<file path="config.mk">
export PLATFORM = sky130hd
export DESIGN_NAME = irl_ram
export DESIGN_NICKNAME = d
export VERILOG_FILES = /design/src/rtl/core/assert_macros.svh /design/src/rtl/core/irl_ram.sv
export SDC_FILE = /design/constraint.sdc
export NUM_CORES = 1
export LEC_CHECK = 0
export ABC_AREA = 1
export ABC_CLOCK_PERIOD_IN_PS = 2000
export BUFFER_PORTS_ARGS = -buffer_cell sky130_fd_sc_hd__buf_4
export CORE_UTILIZATION = 30
export CTS_CLUSTER_DIAMETER = 200
export CTS_CLUSTER_SIZE = 30
export DETAILED_ROUTE_END_ITERATION = 6
export PLACE_DENSITY = 0.52
export SLEW_MARGIN = 5
export SYNTH_ARGS = -nofsm -noshare
export SYNTH_HDL_FRONTEND = slang
export SYNTH_SLANG_ARGS = --single-unit
</file>
<file path="constraint.sdc">
create_clock -name clock -period 2 [get_ports clock]
set_clock_uncertainty 0.2 [all_clocks]
set_input_delay 0.3 -clock clock [delete_from_list [all_inputs] [get_ports clock]]
set_output_delay 0.3 -clock clock [all_outputs]
set_load 0.05 [all_outputs]
</file>
<file path="src/rtl/core/assert_macros.svh">
// Assertion macros used by the RTL file that carries checks.
`ifndef ASSERT_MACROS_SVH
`define ASSERT_MACROS_SVH

// Same-cycle implication, sampled on the rising clock edge, muted in reset.
`define ASSERT_IMPL(label, clk, rst, ante, cons, msg) \
   label: assert property (@(posedge clk) disable iff (rst) (ante) |-> (cons)) \
      else $error(msg);

// Next-cycle implication, sampled on the rising clock edge, muted in reset.
`define ASSERT_NEXT(label, clk, rst, ante, cons, msg) \
   label: assert property (@(posedge clk) disable iff (rst) (ante) |=> (cons)) \
      else $error(msg);

`endif

</file>
<file path="src/rtl/core/irl_ram.sv">
// Generic single-write, single-read RAM with registered read data.
module irl_ram #(
   parameter int WIDTH = 8,
   parameter int DEPTH = 16,
   localparam int ADDR_BITS = (DEPTH > 1) ? $clog2(DEPTH) : 1
) (
   input  logic                 clock,
   input  logic                 wr_en,
   input  logic [ADDR_BITS-1:0] wr_addr,
   input  logic [WIDTH-1:0]     wr_data,
   input  logic                 rd_en,
   input  logic [ADDR_BITS-1:0] rd_addr,
   output logic [WIDTH-1:0]     rd_data
);

   logic [WIDTH-1:0] mem_ff [DEPTH];
   logic [WIDTH-1:0] rd_data_ff;

   // Write port
   always_ff @(posedge clock) begin
      if (wr_en) begin
         mem_ff[wr_addr] <= wr_data;
      end
   end

   // Registered read port
   always_ff @(posedge clock) begin
      if (rd_en) begin
         rd_data_ff <= mem_ff[rd_addr];
      end
   end

   assign rd_data = rd_data_ff;

endmodule

</file>
After elaboration in Yosys (flattened, before gate mapping)
Memory sizes are Yosys's and may differ from the RTL's. A register that Yosys moved wholly into a read port is not among the register bits.
Cells that the tools add are included.
- add/subtract/negate cells: 0
- $mul: 0
- div/mod/pow operators: 0
- magnitude comparators: 0
- equality and inequality tests: 0
- shift-type cells: 0
- multiplexer cells: 2
- bitwise logic cells: 0
- reduce and logical (&&, ||, !) cells: 0
- operators by type and width (kind ; count):
    two-way mux 1 bit ; 2
- register bits after elaboration: 0
- bits in latches: 0
- bits in writable memories: 128
- memory bits (read-only): 0
- input bits: 19
- output and inout bits: 8
- logic and storage cells: 3
- memories: 1
- memory list (name ; depth ; bits a word ; rd ports ; clocked after memory_dff ; wr ports ; RTL line ; source):
    mem_ff ; 16 ; 8 ; 1 ; 1 ; 1 ; irl_ram.sv:16 ; logic [WIDTH-1:0] mem_ff [DEPTH];

Depth between registers and ports, before layout
- depth after elaboration: 2
- gate-level depth with buffers: 8
- gate-level depth less buffers: 7

Least setup slack after synthesis
No wires, ideal clock.
- path kind: input -> register
- start: in wr_addr[2]
- end: mem mem_ff[10][0] (enable)
- setup time: 0.370 ns
- arrival time: 0.881 ns
- required time: 1.430 ns
- path slack: 0.549 ns
- stages: 2
- buffers on the path: 0
- path through: nand3b_1 -> nor2_1
- RTL lines (element ; RTL line ; source):
    start: declaration ; irl_ram.sv:9 ; input logic [ADDR_BITS-1:0] wr_addr,
    end: declaration ; irl_ram.sv:16 ;
Straight into the memory's write port.

Final worst setup path
- start: reg rd_data_ff[5], in the netlist rd_data[5] (read register of mem_ff)
- end: out rd_data[5]
- RTL lines (element ; RTL line ; source):
    start: declaration ; irl_ram.sv:17 ; logic [WIDTH-1:0] rd_data_ff;
    end: declaration ; irl_ram.sv:13 ; output logic [WIDTH-1:0] rd_data
No word-level cell between the ends.

==> run_results.csv <==
group,metric,value,unit
timing,finalMaxSlewViolations,0,
status,status,"complete, no violations",
logic_synthesis,yosys.area_share.simple,20.76,%
finish,final_util,36.75,%
drt,finalWirelength,13630,um
finish,area_delta_synth_final,18.77,%
logic_synthesis,synth_top_family_by_area,"simple AND/OR/NAND/NOR gates",
timing,worst_pin_slew,0.5824,ns
logic_synthesis,seq_area_frac_synth,69.85,%
setup_path,path_class,"register to output port",
power,p_total,6.593,mW
floorplan,die_area,0.02005,mm2
logic_synthesis,syn-instance-count,551,
place,hpwl,8499,um
setup_path,worst_path_largest_cell_delay,0.43,ns
grt,grt_max_degree,65,
logic_synthesis,synth.distinct_cells,11,
cts,htreeDepth,4,
drt,avgRoutedWirePerCell,15.74,um
power,vdd_drop_max,0.0004968,V
finish,drive_gt1_share,12.21,%
cts,clk_pin_slew,0.06,ns
power,p_leak,2.945,nW
setup_path,path_cells,"buf_4",
logic_synthesis,yosys-top-cells-count,"173 x nand2_1, 136 x edfxtp_1, 100 x inv_1",
grt,antenna_found_initial,0,
finish,nFillCells,1908,
drt,first_iter_violations,293,
setup_path,start_kind,"register",
floorplan,start_util,30.95,%
timing,hold_viol,0,
setup_path,worstPathRequired,1.50,ns
place,routabilityCongestion,0.7661,
floorplan,rows,50,
cts,clockRootBuffer,"clkbuf_16",
setup_path,cp.arrival,1.06,ns
floorplan,pin_count,27,
job,maxCapViolCount,0,
logic_synthesis,synthTopCellsByArea,"edfxtp_1 70%, nand2_1 11%, nand3_1 8.3%",
setup_path,worstPathMaxFanout,1,
logic_synthesis,synth_compound_area_share,0,%
cts,cts_setup_buffers,0,
cts,tritoncts,"done",
timing,slew_headroom,61.13,%
timing,period_share,77.80,%
logic_synthesis,netlist_area,0.005847,mm2
logic_synthesis,synth.area.mux_share,0,%
cts,clk_latency,0.41,ns
logic_synthesis,synth.top_cell.area_share,69.85,%
cts,cts_num_sinks,136,
grt,grt_pass1_vias,3841,
setup_path,critPathTopFamily,"flip-flops",
logic_synthesis,synth-xor-area-share,0,%
logic_synthesis,ys_warn_count,0,
logic_synthesis,synthAdderAreaFrac,0,%
logic_synthesis,synthArstFlopShare,0,%
timing,setup_tns,0,ns
logic_synthesis,syn_nets,570,
timing,max_freq,642.7,MHz
floorplan,coreArea,0.01889,mm2
logic_synthesis,synth.most_common_cell,"nand2_1",
logic_synthesis,synth_largest_area_cell,"edfxtp_1",
grt,grt_usage,14.68,%
cts,cts_buffer_depth,2,
place,place.port_buffers,26,
logic_synthesis,syn_avg_cell_area,10.61,um2
drt,drc,0,
min_path,min_path_type,"primary input to register",
drt,vias,3832,
floorplan,fp.dieH,141.6,um
floorplan,die_w,141.6,um
timing,setup_viol,0,
setup_path,crit_path_end_kind,"output port",
grt,gr-total-overflow,0,
drt,ant_nets,0,
finish,antenna_cells,0,
power,powerDensity,949.5,mW/mm2
setup_path,cp_slowest_cell,"edfxtp_1",
logic_synthesis,ys_ff_latch,136,
logic_synthesis,synthFlopType,"edfxtp_1",
timing,rsz0062_at_grt,"no",
cts,cts_buffers,17,
drt,vias_per_cell,4.425,
logic_synthesis,synth-edff-count,136,
cts,post_cts_resized,0,
grt,grt_pass1_wl,21330,um
finish,nNetsFinal,612,
setup_path,cp_num_buf_inv,1,
timing,period_needed,1.556,ns
drt,dr.pass1.iters,4,
logic make-up (layout without fill, tap and decap cells):
group | Yosys count | in the layout
AND/OR/NAND/NOR | 289 | 289
flip-flops | 136 | 136
buffers and inverters | 126 | 181
sequential cells by signal, indices dropped and copies added, names as in the netlist:
name,flops
rd_data,8
mem_ff,128
report_power, final:
part	internal [mW]	total (mW)	switching (mW)	leakage (nW)
logic	0.135	0.457	0.322	1.44
clock network	1.80	2.90	1.10	0.270
registers	3.21	3.23	0.0207	1.24
per-stage QoR:
step | hold WS [ns] | std cells | area [um2] | setup slack (ns)
6_report | 0.04460 | 866 | 6944 | 0.4440
5_1_grt | 0.04012 | 866 | 6944 | 0.4181
4_1_cts | 0.02658 | 866 | 6944 | 0.4353
3_5_place_dp | 0.4123 | 833 | 6389 | 0.1002
3_3_place_gp | 0.4126 | 833 | 6389 | 0.1115
2_1_floorplan | 0.1989 | 551 | 5847 | 0.5492
metal layers:
metal | up-vias | GRT usage [%] | share of wire [%]
li1 | 1862 | - | -
met1 | 1856 | 18.67 | 45
met2 | 97 | 23.70 | 49
met3 | 17 | 3.274 | 4.2
met4 | 0 | 7.131 | 2.2
met5 | - | 0 | 0
repair_timing:
item | in CTS | in global routing
hold buffers | 1 | 0
setup endpoints to repair | 0 | 0
hold endpoints to repair | 8 | 0
cell type report:
class,count,area (um2),share of cell area (%)
clock buffers,20,436.7,6.288
clock inverters,12,108.9,1.568
inverters,102,382.9,5.514
multi-input cells,289,1214,17.48
flip-flops and latches,136,4084,58.81
well taps,260,325.3,4.685
repair buffers,47,392.9,5.658
layout by cell type, fill, tap and decap left out:
cell type      synthesis  layout
nand2_1              173     173
edfxtp_1             136     136
inv_1                100     100
nand3_1               97      97
buf_4                  4      43
nor2_1                17      17
clkbuf_16              0      17
clkinv_2               0       6
clkbuf_1               0       3
clkinv_1               0       3
buf_12                 0       3
inv_2                  2       2
nand3b_1               2       2
bufinv_16              0       2
clkinvlp_4             0       1
dlygate4sd3_1          0       1
worst paths after layout:
check	start	to	slack, ns	depth (start not counted)
max	rd_data[5]	rd_data[5]	0.44	1
min	wr_data[5]	mem_ff[6][5]	0.04	1
max reg2reg	mem_ff[0][1]	rd_data[1]	0.63	6
min reg2reg	mem_ff[12][1]	rd_data[1]	0.56	6
Note: power is estimated with default switching activity, not from simulation.
